--- config.mk ---
export PLATFORM = sky130hd
export DESIGN_NAME = keyboard_matrix_port_mapper_core
export DESIGN_NICKNAME = d
export VERILOG_FILES = /design/src/rtl/kmpm_pkg.sv /design/src/rtl/kmpm_key_state.sv /design/src/rtl/kmpm_matrix_map.sv /design/src/rtl/kmpm_row_mux.sv /design/src/rtl/keyboard_matrix_port_mapper_core.sv
export SDC_FILE = /design/constraint.sdc
export NUM_CORES = 1
export LEC_CHECK = 0
export ABC_AREA = 1
export BUFFER_PORTS_ARGS = -buffer_cell sky130_fd_sc_hd__buf_2
export CORE_MARGIN = 3
export CORE_UTILIZATION = 45
export DETAILED_ROUTE_END_ITERATION = 6
export GPL_ROUTABILITY_DRIVEN = 1
export PLACE_DENSITY = 0.61
export SLEW_MARGIN = 20
export SYNTH_ARGS = -nofsm -noshare
export SYNTH_HDL_FRONTEND = slang
export SYNTH_SLANG_ARGS = --single-unit
--- constraint.sdc ---
create_clock -name i_clk -period 2.2 [get_ports i_clk]
set_clock_uncertainty 0.1 [all_clocks]
set_input_delay 0.66 -clock i_clk [delete_from_list [all_inputs] [get_ports i_clk]]
set_output_delay 0.66 -clock i_clk [all_outputs]
set_load 0.005 [all_outputs]
--- src/rtl/kmpm_pkg.sv ---
// kmpm_pkg: shared types and constants for the keyboard matrix port mapper
// host usage codes, matrix key positions, item op codes and the key event struct
// no dependencies
`timescale 1ns / 1ps
`default_nettype none

package kmpm_pkg;

    // item op codes
    localparam logic OP_KEY_EVENT = 1'b0;
    localparam logic OP_PORT_READ = 1'b1;

    localparam int unsigned NUM_HOST_KEYS = 256;
    localparam int unsigned NUM_MKEYS     = 40;
    localparam int unsigned NUM_HROWS     = 8;
    localparam int unsigned HROW_KEYS     = 5;

    typedef logic [NUM_HOST_KEYS-1:0] t_key_map;
    typedef logic [NUM_MKEYS-1:0]     t_matrix;

    // one key down/up update of the host key bitmap
    typedef struct packed {
        logic       we;
        logic [7:0] code;
        logic       down;
    } t_key_event;

    // matrix key positions: four rows of ten, left to right
    localparam int unsigned MK_1   = 0;
    localparam int unsigned MK_2   = 1;
    localparam int unsigned MK_3   = 2;
    localparam int unsigned MK_4   = 3;
    localparam int unsigned MK_5   = 4;
    localparam int unsigned MK_6   = 5;
    localparam int unsigned MK_7   = 6;
    localparam int unsigned MK_8   = 7;
    localparam int unsigned MK_9   = 8;
    localparam int unsigned MK_0   = 9;
    localparam int unsigned MK_Q   = 10;
    localparam int unsigned MK_W   = 11;
    localparam int unsigned MK_E   = 12;
    localparam int unsigned MK_R   = 13;
    localparam int unsigned MK_T   = 14;
    localparam int unsigned MK_Y   = 15;
    localparam int unsigned MK_U   = 16;
    localparam int unsigned MK_I   = 17;
    localparam int unsigned MK_O   = 18;
    localparam int unsigned MK_P   = 19;
    localparam int unsigned MK_A   = 20;
    localparam int unsigned MK_S   = 21;
    localparam int unsigned MK_D   = 22;
    localparam int unsigned MK_F   = 23;
    localparam int unsigned MK_G   = 24;
    localparam int unsigned MK_H   = 25;
    localparam int unsigned MK_J   = 26;
    localparam int unsigned MK_K   = 27;
    localparam int unsigned MK_L   = 28;
    localparam int unsigned MK_ENT = 29;
    localparam int unsigned MK_CS  = 30;
    localparam int unsigned MK_Z   = 31;
    localparam int unsigned MK_X   = 32;
    localparam int unsigned MK_C   = 33;
    localparam int unsigned MK_V   = 34;
    localparam int unsigned MK_B   = 35;
    localparam int unsigned MK_N   = 36;
    localparam int unsigned MK_M   = 37;
    localparam int unsigned MK_SS  = 38;
    localparam int unsigned MK_SP  = 39;

    // host usage codes
    localparam logic [7:0] HU_A        = 8'd4;
    localparam logic [7:0] HU_B        = 8'd5;
    localparam logic [7:0] HU_C        = 8'd6;
    localparam logic [7:0] HU_D        = 8'd7;
    localparam logic [7:0] HU_E        = 8'd8;
    localparam logic [7:0] HU_F        = 8'd9;
    localparam logic [7:0] HU_G        = 8'd10;
    localparam logic [7:0] HU_H        = 8'd11;
    localparam logic [7:0] HU_I        = 8'd12;
    localparam logic [7:0] HU_J        = 8'd13;
    localparam logic [7:0] HU_K        = 8'd14;
    localparam logic [7:0] HU_L        = 8'd15;
    localparam logic [7:0] HU_M        = 8'd16;
    localparam logic [7:0] HU_N        = 8'd17;
    localparam logic [7:0] HU_O        = 8'd18;
    localparam logic [7:0] HU_P        = 8'd19;
    localparam logic [7:0] HU_Q        = 8'd20;
    localparam logic [7:0] HU_R        = 8'd21;
    localparam logic [7:0] HU_S        = 8'd22;
    localparam logic [7:0] HU_T        = 8'd23;
    localparam logic [7:0] HU_U        = 8'd24;
    localparam logic [7:0] HU_V        = 8'd25;
    localparam logic [7:0] HU_W        = 8'd26;
    localparam logic [7:0] HU_X        = 8'd27;
    localparam logic [7:0] HU_Y        = 8'd28;
    localparam logic [7:0] HU_Z        = 8'd29;
    localparam logic [7:0] HU_1        = 8'd30;
    localparam logic [7:0] HU_2        = 8'd31;
    localparam logic [7:0] HU_3        = 8'd32;
    localparam logic [7:0] HU_4        = 8'd33;
    localparam logic [7:0] HU_5        = 8'd34;
    localparam logic [7:0] HU_6        = 8'd35;
    localparam logic [7:0] HU_7        = 8'd36;
    localparam logic [7:0] HU_8        = 8'd37;
    localparam logic [7:0] HU_9        = 8'd38;
    localparam logic [7:0] HU_0        = 8'd39;
    localparam logic [7:0] HU_RET      = 8'd40;
    localparam logic [7:0] HU_ESC      = 8'd41;
    localparam logic [7:0] HU_BKSP     = 8'd42;
    localparam logic [7:0] HU_TAB      = 8'd43;
    localparam logic [7:0] HU_SPACE    = 8'd44;
    localparam logic [7:0] HU_MINUS    = 8'd45;
    localparam logic [7:0] HU_EQUALS   = 8'd46;
    localparam logic [7:0] HU_LBRK     = 8'd47;
    localparam logic [7:0] HU_RBRK     = 8'd48;
    localparam logic [7:0] HU_BSLASH   = 8'd49;
    localparam logic [7:0] HU_SEMI     = 8'd51;
    localparam logic [7:0] HU_APOS     = 8'd52;
    localparam logic [7:0] HU_GRAVE    = 8'd53;
    localparam logic [7:0] HU_COMMA    = 8'd54;
    localparam logic [7:0] HU_PERIOD   = 8'd55;
    localparam logic [7:0] HU_SLASH    = 8'd56;
    localparam logic [7:0] HU_CAPS     = 8'd57;
    localparam logic [7:0] HU_RIGHT    = 8'd79;
    localparam logic [7:0] HU_LEFT     = 8'd80;
    localparam logic [7:0] HU_DOWN     = 8'd81;
    localparam logic [7:0] HU_UP       = 8'd82;
    localparam logic [7:0] HU_NUBSLASH = 8'd100;
    localparam logic [7:0] HU_LSHIFT   = 8'd225;
    localparam logic [7:0] HU_LALT     = 8'd226;
    localparam logic [7:0] HU_RSHIFT   = 8'd229;
    localparam logic [7:0] HU_RALT     = 8'd230;

    // letters and digits occupy contiguous code ranges
    localparam int unsigned HU_LETTER_LO = 4;
    localparam int unsigned HU_LETTER_HI = 29;
    localparam int unsigned HU_DIGIT_LO  = 30;
    localparam int unsigned HU_DIGIT_HI  = 39;

    // host key that drives each matrix key in the positional layout
    localparam logic [7:0] DIRECT_CODE [NUM_MKEYS] = '{
        HU_1, HU_2, HU_3, HU_4, HU_5, HU_6, HU_7, HU_8, HU_9, HU_0,
        HU_Q, HU_W, HU_E, HU_R, HU_T, HU_Y, HU_U, HU_I, HU_O, HU_P,
        HU_A, HU_S, HU_D, HU_F, HU_G, HU_H, HU_J, HU_K, HU_L, HU_RET,
        HU_LSHIFT, HU_Z, HU_X, HU_C, HU_V, HU_B, HU_N, HU_M, HU_LALT, HU_SPACE
    };

endpackage

`default_nettype wire

--- src/rtl/kmpm_key_state.sv ---
// kmpm_key_state: pressed flag for each host key, updated by key events
// depends on kmpm_pkg
`timescale 1ns / 1ps
`default_nettype none

module kmpm_key_state (
    input  wire                   i_clk,
    input  wire                   i_rst_n,
    input  kmpm_pkg::t_key_event  i_event,
    output kmpm_pkg::t_key_map    o_key_down
);

    kmpm_pkg::t_key_map r_key_down;

    // one flag written per event, all released at reset
    always_ff @(posedge i_clk) begin
        if (!i_rst_n) begin
            r_key_down <= '0;
        end else if (i_event.we) begin
            r_key_down[i_event.code] <= i_event.down;
        end
    end

    assign o_key_down = r_key_down;

endmodule

`default_nettype wire

--- src/rtl/kmpm_matrix_map.sv ---
// kmpm_matrix_map: maps the host key bitmap onto the 40 matrix keys
// positional and symbolic layouts; depends on kmpm_pkg
`timescale 1ns / 1ps
`default_nettype none

module kmpm_matrix_map (
    input  kmpm_pkg::t_key_map  i_key_down,
    input  wire                 i_layout_mode,
    output kmpm_pkg::t_matrix   o_matrix
);

    kmpm_pkg::t_key_map kd;
    kmpm_pkg::t_matrix  pos;
    kmpm_pkg::t_matrix  sym;

    assign kd = i_key_down;

    // positional layout: direct keys plus right modifiers and combos
    always_comb begin
        for (int i = 0; i < kmpm_pkg::NUM_MKEYS; i++) begin
            pos[i] = kd[kmpm_pkg::DIRECT_CODE[i]];
        end
        pos[kmpm_pkg::MK_CS] = kd[kmpm_pkg::HU_LSHIFT] | kd[kmpm_pkg::HU_RSHIFT]
            | kd[kmpm_pkg::HU_BKSP] | kd[kmpm_pkg::HU_GRAVE] | kd[kmpm_pkg::HU_LEFT]
            | kd[kmpm_pkg::HU_DOWN] | kd[kmpm_pkg::HU_UP] | kd[kmpm_pkg::HU_RIGHT]
            | kd[kmpm_pkg::HU_ESC] | kd[kmpm_pkg::HU_TAB];
        pos[kmpm_pkg::MK_SS] = kd[kmpm_pkg::HU_LALT] | kd[kmpm_pkg::HU_RALT]
            | kd[kmpm_pkg::HU_SEMI] | kd[kmpm_pkg::HU_APOS] | kd[kmpm_pkg::HU_COMMA]
            | kd[kmpm_pkg::HU_PERIOD] | kd[kmpm_pkg::HU_TAB];
        pos[kmpm_pkg::MK_0] = kd[kmpm_pkg::HU_0] | kd[kmpm_pkg::HU_BKSP];
        pos[kmpm_pkg::MK_1] = kd[kmpm_pkg::HU_1] | kd[kmpm_pkg::HU_GRAVE];
        pos[kmpm_pkg::MK_5] = kd[kmpm_pkg::HU_5] | kd[kmpm_pkg::HU_LEFT];
        pos[kmpm_pkg::MK_6] = kd[kmpm_pkg::HU_6] | kd[kmpm_pkg::HU_DOWN];
        pos[kmpm_pkg::MK_7] = kd[kmpm_pkg::HU_7] | kd[kmpm_pkg::HU_UP];
        pos[kmpm_pkg::MK_8] = kd[kmpm_pkg::HU_8] | kd[kmpm_pkg::HU_RIGHT];
        pos[kmpm_pkg::MK_SP] = kd[kmpm_pkg::HU_SPACE] | kd[kmpm_pkg::HU_ESC];
        pos[kmpm_pkg::MK_O] = kd[kmpm_pkg::HU_O] | kd[kmpm_pkg::HU_SEMI];
        pos[kmpm_pkg::MK_P] = kd[kmpm_pkg::HU_P] | kd[kmpm_pkg::HU_APOS];
        pos[kmpm_pkg::MK_N] = kd[kmpm_pkg::HU_N] | kd[kmpm_pkg::HU_COMMA];
        pos[kmpm_pkg::MK_M] = kd[kmpm_pkg::HU_M] | kd[kmpm_pkg::HU_PERIOD];
    end

    // symbolic layout: shift-dependent translation
    logic s;
    logic n;
    logic alt;
    logic any_letter;
    logic any_digit;

    assign s   = kd[kmpm_pkg::HU_LSHIFT] | kd[kmpm_pkg::HU_RSHIFT];
    assign n   = ~s;
    assign alt = kd[kmpm_pkg::HU_LALT] | kd[kmpm_pkg::HU_RALT];
    assign any_letter = |kd[kmpm_pkg::HU_LETTER_HI:kmpm_pkg::HU_LETTER_LO];
    assign any_digit  = (|kd[kmpm_pkg::HU_DIGIT_HI:kmpm_pkg::HU_DIGIT_LO])
        | kd[kmpm_pkg::HU_GRAVE] | kd[kmpm_pkg::HU_NUBSLASH];

    always_comb begin
        sym[kmpm_pkg::MK_1] = kd[kmpm_pkg::HU_1] | (kd[kmpm_pkg::HU_GRAVE] & n);
        sym[kmpm_pkg::MK_2] = kd[kmpm_pkg::HU_2] | kd[kmpm_pkg::HU_CAPS];
        sym[kmpm_pkg::MK_3] = kd[kmpm_pkg::HU_3];
        sym[kmpm_pkg::MK_4] = kd[kmpm_pkg::HU_4];
        sym[kmpm_pkg::MK_5] = kd[kmpm_pkg::HU_5] | (n & kd[kmpm_pkg::HU_LEFT]);
        sym[kmpm_pkg::MK_6] = (n & (kd[kmpm_pkg::HU_6] | kd[kmpm_pkg::HU_DOWN]))
            | (s & kd[kmpm_pkg::HU_7]);
        sym[kmpm_pkg::MK_7] = n & (kd[kmpm_pkg::HU_7] | kd[kmpm_pkg::HU_UP]
            | kd[kmpm_pkg::HU_APOS]);
        sym[kmpm_pkg::MK_8] = (n & (kd[kmpm_pkg::HU_8] | kd[kmpm_pkg::HU_RIGHT]))
            | (s & kd[kmpm_pkg::HU_9]);
        sym[kmpm_pkg::MK_9] = (n & kd[kmpm_pkg::HU_9]) | (s & kd[kmpm_pkg::HU_0]);
        sym[kmpm_pkg::MK_0] = (n & (kd[kmpm_pkg::HU_0] | kd[kmpm_pkg::HU_BKSP]))
            | (s & kd[kmpm_pkg::HU_MINUS]);

        sym[kmpm_pkg::MK_Q] = kd[kmpm_pkg::HU_Q];
        sym[kmpm_pkg::MK_W] = kd[kmpm_pkg::HU_W];
        sym[kmpm_pkg::MK_E] = kd[kmpm_pkg::HU_E];
        sym[kmpm_pkg::MK_R] = kd[kmpm_pkg::HU_R] | (s & kd[kmpm_pkg::HU_COMMA]);
        sym[kmpm_pkg::MK_T] = kd[kmpm_pkg::HU_T] | (s & kd[kmpm_pkg::HU_PERIOD]);
        sym[kmpm_pkg::MK_Y] = kd[kmpm_pkg::HU_Y] | (n & kd[kmpm_pkg::HU_LBRK]);
        sym[kmpm_pkg::MK_U] = kd[kmpm_pkg::HU_U] | (n & kd[kmpm_pkg::HU_RBRK]);
        sym[kmpm_pkg::MK_I] = kd[kmpm_pkg::HU_I];
        sym[kmpm_pkg::MK_O] = kd[kmpm_pkg::HU_O] | (n & kd[kmpm_pkg::HU_SEMI]);
        sym[kmpm_pkg::MK_P] = kd[kmpm_pkg::HU_P] | (s & kd[kmpm_pkg::HU_APOS]);

        sym[kmpm_pkg::MK_A] = kd[kmpm_pkg::HU_A]
            | (s & (kd[kmpm_pkg::HU_GRAVE] | kd[kmpm_pkg::HU_NUBSLASH]));
        sym[kmpm_pkg::MK_S] = kd[kmpm_pkg::HU_S] | (s & kd[kmpm_pkg::HU_BSLASH]);
        sym[kmpm_pkg::MK_D] = kd[kmpm_pkg::HU_D] | (n & kd[kmpm_pkg::HU_BSLASH]);
        sym[kmpm_pkg::MK_F] = kd[kmpm_pkg::HU_F] | (s & kd[kmpm_pkg::HU_LBRK]);
        sym[kmpm_pkg::MK_G] = kd[kmpm_pkg::HU_G] | (s & kd[kmpm_pkg::HU_RBRK]);
        sym[kmpm_pkg::MK_H] = kd[kmpm_pkg::HU_H] | (s & kd[kmpm_pkg::HU_6]);
        sym[kmpm_pkg::MK_J] = kd[kmpm_pkg::HU_J] | (n & kd[kmpm_pkg::HU_MINUS]);
        sym[kmpm_pkg::MK_K] = kd[kmpm_pkg::HU_K] | (s & kd[kmpm_pkg::HU_EQUALS]);
        sym[kmpm_pkg::MK_L] = kd[kmpm_pkg::HU_L] | (n & kd[kmpm_pkg::HU_EQUALS]);
        sym[kmpm_pkg::MK_ENT] = kd[kmpm_pkg::HU_RET];

        sym[kmpm_pkg::MK_CS] = kd[kmpm_pkg::HU_TAB] | kd[kmpm_pkg::HU_CAPS]
            | kd[kmpm_pkg::HU_BKSP] | kd[kmpm_pkg::HU_ESC] | kd[kmpm_pkg::HU_LEFT]
            | kd[kmpm_pkg::HU_RIGHT] | kd[kmpm_pkg::HU_UP] | kd[kmpm_pkg::HU_DOWN]
            | (s & any_letter);
        sym[kmpm_pkg::MK_Z] = kd[kmpm_pkg::HU_Z] | (s & kd[kmpm_pkg::HU_SEMI]);
        sym[kmpm_pkg::MK_X] = kd[kmpm_pkg::HU_X] | (n & alt & kd[kmpm_pkg::HU_2]);
        sym[kmpm_pkg::MK_C] = kd[kmpm_pkg::HU_C] | (s & kd[kmpm_pkg::HU_SLASH]);
        sym[kmpm_pkg::MK_V] = kd[kmpm_pkg::HU_V] | (n & kd[kmpm_pkg::HU_SLASH]);
        sym[kmpm_pkg::MK_B] = kd[kmpm_pkg::HU_B] | (s & kd[kmpm_pkg::HU_8]);
        sym[kmpm_pkg::MK_N] = kd[kmpm_pkg::HU_N] | (n & kd[kmpm_pkg::HU_COMMA]);
        sym[kmpm_pkg::MK_M] = kd[kmpm_pkg::HU_M] | (n & kd[kmpm_pkg::HU_PERIOD]);
        sym[kmpm_pkg::MK_SS] = alt | kd[kmpm_pkg::HU_APOS] | kd[kmpm_pkg::HU_SEMI]
            | kd[kmpm_pkg::HU_MINUS] | kd[kmpm_pkg::HU_EQUALS] | kd[kmpm_pkg::HU_SLASH]
            | kd[kmpm_pkg::HU_COMMA] | kd[kmpm_pkg::HU_PERIOD] | kd[kmpm_pkg::HU_LBRK]
            | kd[kmpm_pkg::HU_RBRK] | kd[kmpm_pkg::HU_BSLASH] | kd[kmpm_pkg::HU_TAB]
            | (s & any_digit);
        sym[kmpm_pkg::MK_SP] = kd[kmpm_pkg::HU_SPACE] | (n & kd[kmpm_pkg::HU_ESC]);
    end

    // layout select
    assign o_matrix = i_layout_mode ? sym : pos;

endmodule

`default_nettype wire

--- src/rtl/kmpm_row_mux.sv ---
// kmpm_row_mux: ORs the selected half-rows and forms the active-low read data
// depends on kmpm_pkg
`timescale 1ns / 1ps
`default_nettype none

module kmpm_row_mux (
    input  kmpm_pkg::t_matrix  i_matrix,
    input  wire [7:0]          i_row_sel,
    output logic [7:0]         o_read_data
);

    logic [kmpm_pkg::HROW_KEYS-1:0] acc;

    // left half-rows run inward from the left end of rows 3..0,
    // right half-rows run inward from the right end of rows 0..3
    always_comb begin
        acc = '0;
        for (int k = 0; k < kmpm_pkg::NUM_HROWS; k++) begin
            for (int j = 0; j < kmpm_pkg::HROW_KEYS; j++) begin
                if (k < 4) begin
                    acc[j] = acc[j] | (i_row_sel[k] & i_matrix[(3 - k) * 10 + j]);
                end else begin
                    acc[j] = acc[j] | (i_row_sel[k] & i_matrix[(k - 4) * 10 + 9 - j]);
                end
            end
        end
    end

    assign o_read_data = {3'b000, ~acc};

endmodule

`default_nettype wire

--- src/rtl/keyboard_matrix_port_mapper_core.sv ---
// keyboard_matrix_port_mapper_core: top level of the keyboard matrix port mapper
// uses kmpm_pkg, kmpm_key_state, kmpm_matrix_map, kmpm_row_mux
`timescale 1ns / 1ps
`default_nettype none

// Takes one item per clock while input ready is high. A key event updates the
// host key bitmap at the edge that accepts it and gives no result. A port read
// is held in an input register while the key map and half-row select logic
// work on it, and its read data is loaded into the result register when that
// register is free or its item is taken. Input ready follows output ready
// combinationally through the two stages; when the result register holds an
// item that is not taken, the input stage fills and then input ready drops.
// Reset clears all keys to released and selects the positional layout.
module keyboard_matrix_port_mapper_core (
    input  wire         i_clk,
    input  wire         i_rst_n,
    input  wire         i_cfg_we,
    input  wire         i_cfg_wdata,
    input  wire         i_in_valid,
    output logic        o_in_ready,
    input  wire         i_op,
    input  wire  [7:0]  i_key_code,
    input  wire         i_key_down,
    input  wire  [15:0] i_port_address,
    output logic        o_out_valid,
    input  wire         i_out_ready,
    output logic [7:0]  o_read_data
);

    logic                  r_layout_mode;
    logic                  r_s1_vld;
    logic                  n_s1_vld;
    logic [7:0]            r_s1_sel;
    logic                  r_out_vld;
    logic                  n_out_vld;
    logic [7:0]            r_read_data;
    logic                  out_free;
    logic                  s1_free;
    logic                  in_acc;
    kmpm_pkg::t_key_event  key_event;
    kmpm_pkg::t_key_map    key_down;
    kmpm_pkg::t_matrix     matrix;
    logic [7:0]            read_data;

    // layout register
    always_ff @(posedge i_clk) begin
        if (!i_rst_n) begin
            r_layout_mode <= 1'b0;
        end else if (i_cfg_we) begin
            r_layout_mode <= i_cfg_wdata;
        end
    end

    // handshake
    assign out_free   = !r_out_vld || i_out_ready;
    assign s1_free    = !r_s1_vld || out_free;
    assign o_in_ready = s1_free;
    assign in_acc     = i_in_valid && s1_free;

    // key event toward the bitmap
    assign key_event.we   = in_acc && (i_op == kmpm_pkg::OP_KEY_EVENT);
    assign key_event.code = i_key_code;
    assign key_event.down = i_key_down;

    kmpm_key_state u_key_state (
        .i_clk      (i_clk),
        .i_rst_n    (i_rst_n),
        .i_event    (key_event),
        .o_key_down (key_down)
    );

    // input stage for port reads
    always_comb begin
        n_s1_vld = r_s1_vld;
        if (s1_free) begin
            n_s1_vld = in_acc && (i_op == kmpm_pkg::OP_PORT_READ);
        end
    end

    always_ff @(posedge i_clk) begin
        if (!i_rst_n) begin
            r_s1_vld <= 1'b0;
        end else begin
            r_s1_vld <= n_s1_vld;
        end
    end

    always_ff @(posedge i_clk) begin
        if (s1_free) begin
            r_s1_sel <= ~i_port_address[15:8];
        end
    end

    // mapping from the current bitmap
    kmpm_matrix_map u_matrix_map (
        .i_key_down    (key_down),
        .i_layout_mode (r_layout_mode),
        .o_matrix      (matrix)
    );

    kmpm_row_mux u_row_mux (
        .i_matrix    (matrix),
        .i_row_sel   (r_s1_sel),
        .o_read_data (read_data)
    );

    // result register
    always_comb begin
        n_out_vld = r_out_vld;
        if (out_free) begin
            n_out_vld = r_s1_vld;
        end
    end

    always_ff @(posedge i_clk) begin
        if (!i_rst_n) begin
            r_out_vld <= 1'b0;
        end else begin
            r_out_vld <= n_out_vld;
        end
    end

    always_ff @(posedge i_clk) begin
        if (out_free && r_s1_vld) begin
            r_read_data <= read_data;
        end
    end

    assign o_out_valid = r_out_vld;
    assign o_read_data = r_read_data;

endmodule

`default_nettype wire

==> impl_metrics.csv, run 1 <==
group,metric,value,unit
clock_network,clkTransAtPathRegs,90,ps
route,postRouteAntennaNets,0,
route,num_vias,3993,
logic_synthesis,ys_top_cells_by_count,"nand2_1, inv_1, nor2_1, a21oi_1, o21ai_0",
worst_setup_path,worst-path-max-fanout,3,
power,p_switching,0.000721,W
worst_setup_path,crit_path_top_delay_cell,"buf_2",
min_path,holdPathStages,2,
logic_synthesis,avgSynthCellArea,6.78,um2
route,drtIter0Drc,331,
route,viasPerCell,5.43,
final_layout,final_area,4510,um2
die,placementRows,33,
clock_network,h-tree-depth,3,
clock_network,cts_resized,0,
route,first_pass_iters,6,
logic_synthesis,synth-edff-count,13,
clock_network,numCtsBuffers,9,
timing,finalSetupViolations,0,
worst_setup_path,rrSetupSlack,330,ps
logic_synthesis,synth_area_leader_cell,"dfxtp_1",
final_layout,diodes,0,
power,leakage,1.84,nW
power,irDropWorstVdd,0.000301,V
die,die_area,10100,um2
min_path,hold_path_class,"reg2reg",
worst_setup_path,start_kind,"input pin",
clock_network,cts_hold_buffers,0,
logic_synthesis,syn_inst,591,
timing,slew_headroom,63.2,%
clock_network,cts_tree,"done",
worst_setup_path,cp.arrival,1120,ps
logic_synthesis,yosysSeqAreaShare,42.2,%
final_layout,area_growth,12.4,%
route,wl_per_cell,16.6,um
placed_design,hpwlAfterDp,9.13,mm
placed_design,placed_cell_area,4300,um2
die,core_area,8420,um2
grt,antenna_found_initial,0,
timing,worst_pin_slew,551,ps
logic_synthesis,yosysMostFrequentCell,"nand2_1",
power,pwr-share-clk,40.2,%
logic_synthesis,yosysWarnings,0,
logic_synthesis,synth_top_area_share,32.5,%
clock_network,post_cts_buffers,0,
grt,grt_usage,24.8,%
power,internal-power,0.00205,W
die,fp.dieW,100,um
grt,grt_max_degree,27,
timing,period_minus_slack,1880,ps
min_path,hp-start,"u_key_state.o_key_down[229]$_SDFFE_PN0P_",
clock_network,clock_latency,360,ps
placed_design,gp_congestion,1.02,
worst_setup_path,crit_path_end_kind,"primary output",
route,wirelength,12.2,mm
final_layout,nets,657,
clock_network,root_buffer,"clkbuf_8",
timing,rsz0062_at_grt,"false",
worst_setup_path,cp.buffers_inverters,3,
timing,drv_slew,0,
logic_synthesis,syn-cell-area,4010,um2
grt,overflow,0,
power,seq_power_share,53.3,%
die,start_util,47.6,%
logic_synthesis,ys.flop_type,"dfxtp_1",
timing,fmax,531,MHz
worst_setup_path,critPathRequiredTime,1440,ps
power,netSwitchingFraction,26.0,%
worst_setup_path,cp_top_family,"buffers and inverters",
logic_synthesis,synth.area.top_cells,"dfxtp_1, nand2_1, edfxtp_1, a21oi_1, o21ai_0",
worst_setup_path,cpPeakStageDelay,150,ps
timing,hold_viol_final,0,
run_status,status,"complete, no violations",
die,io_pins,42,
grt,grt_pass1_wl,19.1,mm
logic_synthesis,async_reset_ff_share,0,%
worst_setup_path,r2r_start,"u_key_state.o_key_down[229]$_SDFFE_PN0P_",
die,die_h,100,um
worst_setup_path,regToRegEndpoint,"o_read_data[3]$_DFFE_PP_",
logic_synthesis,synthDistinctLibCells,26,
logic_synthesis,synth-seq-cells,78,
timing,timing.setup.tns,0,ps
placed_design,portBuffers,30,
final_layout,drive_above_1_share,11.3,%
run,maxCapViolCount,0,
worst_setup_path,cp_common_cell,"buf_2",
min_path,min_delay_worst_endpoint,"u_key_state.o_key_down[229]$_SDFFE_PN0P_",
clock_network,cts_sinks,78,
clock_network,clk_path_buf_depth,2,
power,p_comb_share,6.5,%
worst_setup_path,cp-startpoint,"i_out_ready",
power,p_per_area,615,nW/um2
worst_setup_path,worst_r2r_path_depth,7,
worst_setup_path,worstSetupPathType,"in2out",
grt,grt_pass1_vias,3499,
worst_setup_path,path_cells,"buf_2 > inv_1 > nand3_2 > buf_2",
timing,period_share,85.6,%
route,drc,0,
## worst min-delay path, delay by kind of cell, from the launching register on
family          cells  cell delay, ps
flops               1             320
buf+inv             1              60
compound gates      1              50
## cell families after synthesis
group                  count (synthesis)  share of synthesized area (%)
and+or+nand+nor                      271                           29.3
AOI/OAI and AO/OA                    143                           18.2
buffers and inverters                 98                           10.2
DFF                                   78                           42.2
other                                  1                         0.0936
## how the worst max path moves through the flow
stage	endpoint	slack (ps)	cells after the start
after floorplan	u_key_state.o_key_down[55]$_SDFFE_PN0P_	320	8
after global placement	u_key_state.o_key_down[38]$_SDFFE_PN0P_	70	9
after detailed placement	u_key_state.o_key_down[38]$_SDFFE_PN0P_	30	9
after CTS	o_in_ready	310	4
after global routing	o_read_data[3]$_DFFE_PP_	240	7
final	o_in_ready	320	4
## state kept, by name, summed over array words and instances (netlist names)
| signal | flops |
|---|---|
| r_layout_mode | 1 |
| o_read_data | 5 |
| u_key_state.o_key_down | 62 |
| r_s1_vld | 1 |
| o_out_valid | 1 |
| r_s1_sel | 8 |
## through the flow
| stage | power, W | cells | setup WS [ps] | util, % | hold WS (ps) |
|---|---|---|---|---|---|
| after floorplan | 0.00161 | 593 | 318 | - | 330 |
| after global placement | 0.00169 | 719 | 74.5 | 51.1 | 354 |
| after detailed placement | 0.00169 | 719 | 30.8 | 51.1 | 356 |
| after CTS | 0.00278 | 735 | 309 | 53.5 | 370 |
| after global routing | 0.00287 | 735 | 245 | 53.5 | 395 |
| final | 0.00277 | 735 | 318 | 53.5 | 368 |
## final cells by class
type	count	area [um2]
clock inverters	7	77.6
well taps	105	131
repair buffers	45	288
flip-flops and latches	78	1690
inverters	74	278
multi-input cells	417	1920
clock buffers	9	124
fillers	874	3920
## power by group through the flow
stage / logic [W] / clock network [W] / registers, W
after floorplan: 0.000112 / 0 / 0.00150
after global placement: 0.000175 / 0 / 0.00151
after detailed placement: 0.000178 / 0 / 0.00151
after CTS: 0.000179 / 0.00112 / 0.00148
after global routing: 0.000201 / 0.00119 / 0.00148
final: 0.000181 / 0.00111 / 0.00148
## cell usage in the layout, fill, tap and decap left out, drive strengths merged
cell / n
o21ai: 67
nor2: 78
clkinvlp: 2
dfxtp: 65
nor4: 12
bufinv: 1
buf: 45
edfxtp: 13
clkbuf: 9
a21oi: 71
a22o: 1
clkinv: 1
conb: 3
nand3: 21
nand2: 131
o211ai: 2
inv: 77
o21a: 2
nor3: 25
nand4: 4
## layer usage
layer | part of all wire, % | GRT usage, %
met1 | 47 | 37.0
met5 | 0 | 0
met2 | 45 | 38.1
met3 | 7.4 | 3.75
met4 | 1.3 | 5.08
Note: power is estimated with default switching activity, not from simulation.
==> run 2: changes to the inputs <==
- PLACE_DENSITY: 0.61 -> default
==> impl_metrics.csv, run 2 (same netlist as run 1, synthesis figures left out) <==
group,metric,value,unit
placed_design,hpwlAfterDp,9.12,mm
worst_setup_path,cpPeakStageDelay,160,ps
placed_design,placed_cells,718,
worst_setup_path,cp.arrival,1120,ps
power,irDropWorstVdd,0.000239,V
timing,drv_slew,0,
final_layout,drive_above_1_share,11.1,%
route,num_vias,4012,
worst_setup_path,regToRegEndpoint,"o_read_data[3]$_DFFE_PP_",
min_path,hp-start,"u_key_state.o_key_down[225]$_SDFFE_PN0P_",
worst_setup_path,r2r_start,"u_key_state.o_key_down[229]$_SDFFE_PN0P_",
die,placementRows,33,
route,wirelength,12.3,mm
timing,period_minus_slack,1880,ps
route,drtIter0Drc,346,
run_status,status,"complete, no violations",
worst_setup_path,crit_path_end_kind,"primary output",
final_layout,final_cells,734,
final_layout,diodes,0,
clock_network,cts_tree,"done",
route,postRouteAntennaNets,0,
grt,grt_max_degree,41,
clock_network,numCtsBuffers,9,
die,die_h,100,um
power,p_per_area,614,nW/um2
route,drc,0,
run,maxCapViolCount,0,
worst_setup_path,worstSetupPathType,"in2out",
timing,finalSetupViolations,0,
worst_setup_path,worst-path-max-fanout,3,
final_layout,nets,656,
die,io_pins,42,
route,viasPerCell,5.47,
worst_setup_path,worst_r2r_path_depth,7,
min_path,holdPathStages,2,
timing,period_share,85.7,%
clock_network,cts_sinks,78,
clock_network,clk_path_buf_depth,2,
worst_setup_path,critPathRequiredTime,1440,ps
clock_network,clkTransAtPathRegs,80,ps
timing,worst_pin_slew,596,ps
route,first_pass_iters,5,
clock_network,clock_latency,360,ps
worst_setup_path,cp_common_cell,"buf_2",
final_layout,largest_reg_flops,62,
worst_setup_path,start_kind,"input pin",
min_path,min_delay_worst_endpoint,"u_key_state.o_key_down[225]$_SDFFE_PN0P_",
final_layout,final_common_cell,"nand2_1",
timing,hold_viol_final,0,
placed_design,placed_cell_area,4310,um2
timing,rsz0062_at_grt,"false",
die,start_util,47.6,%
final_layout,fill_cells,842,
die,fp.dieW,100,um
clock_network,cts_resized,0,
clock_network,root_buffer,"clkbuf_8",
clock_network,cts_hold_buffers,0,
final_layout,final_area,4510,um2
clock_network,h-tree-depth,3,
clock_network,post_cts_buffers,0,
grt,grt_pass1_vias,3754,
die,die_area,10100,um2
timing,timing.setup.tns,0,ps
grt,grt_usage,25.6,%
timing,slew_headroom,60.3,%
min_path,hold_path_class,"reg2reg",
worst_setup_path,path_cells,"buf_2 > inv_1 > nand3_2 > buf_2",
grt,overflow,0,
grt,grt_pass1_wl,19.7,mm
worst_setup_path,cp.buffers_inverters,3,
final_layout,area_growth,12.5,%
placed_design,gp_congestion,1.02,
timing,fmax,531,MHz
route,wl_per_cell,16.8,um
final_layout,final_cell_mix,"nand2_1, inv_1, nor2_1",
timing,hold_slack,372,ps
grt,antenna_found_initial,0,
die,core_area,8420,um2
power,leakage,1.85,nW
worst_setup_path,crit_path_top_delay_cell,"buf_2",
timing,fin_ws,315,ps
placed_design,pre_cts_ws,94.9,ps
worst_setup_path,rrSetupSlack,320,ps
placed_design,portBuffers,30,
worst_setup_path,cp_top_family,"buffers and inverters",
## run 2: changes by cell type in the layout (fill, tap and decap cells not counted), sizes merged
cell | previous run | this run
clkinv | 1 | 5
inv | 77 | 74
clkinvlp | 2 | 0
buf | 45 | 44
clkbuf | 9 | 10
## run 2: worst max path at each step
stage	from	to	slack, ps	cells after the start
2_1_floorplan	i_out_ready	u_key_state.o_key_down[55]$_SDFFE_PN0P_	320	8
3_3_place_gp	i_out_ready	u_key_state.o_key_down[229]$_SDFFE_PN0P_	140	9
3_5_place_dp	i_out_ready	u_key_state.o_key_down[229]$_SDFFE_PN0P_	90	9
4_1_cts	i_out_ready	o_in_ready	310	4
5_1_grt	u_key_state.o_key_down[229]$_SDFFE_PN0P_	o_read_data[3]$_DFFE_PP_	160	7
6_report	i_out_ready	o_in_ready	320	4
## run 2: area by class of cell
cell class / count / area (um2) / area share, %
clock inverters: 6 / 60.1 / 1.33
well taps: 105 / 131 / 2.92
multi-input cells: 417 / 1920 / 42.5
inverters: 74 / 278 / 6.16
flip-flops and latches: 78 / 1690 / 37.5
repair buffers: 44 / 293 / 6.50
clock buffers: 10 / 138 / 3.05
## run 2: worst reg2reg max path: stages, from the launching register on
cell	delay, ps
dfxtp_1	330
inv_1	50
nand2_1	110
nand2_1	350
o21ai_0	450
nand2_1	100
nand3_1	100
nor3_1	50
## run 2: layer usage
layer / global-route usage (%) / vias to the layer above / routed length [um] / part of all wire [%]
li1: - / 1987 / - / -
met1: 36.1 / 1840 / 5550 / 45
met2: 39.9 / 166 / 5570 / 45
met3: 4.24 / 19 / 956 / 7.8
met4: 8.29 / 0 / 231 / 1.9
met5: 0 / - / 0 / 0
## run 2: stage by stage
step,util (%),power [W]
floorplan,-,0.00161
global placement,51.2,0.00169
detailed placement,51.2,0.00169
CTS,53.5,0.00278
global route,53.5,0.00286
finish,53.5,0.00277
## run 2: power breakdown
| group | switching, W | leakage [nW] | internal, W |
|---|---|---|---|
| clock network | 0.000552 | 0.106 | 0.000552 |
| logic | 0.000129 | 1.10 | 0.0000548 |
| registers | 0.0000173 | 0.642 | 0.00146 |
| total | 0.000698 | 1.85 | 0.00207 |
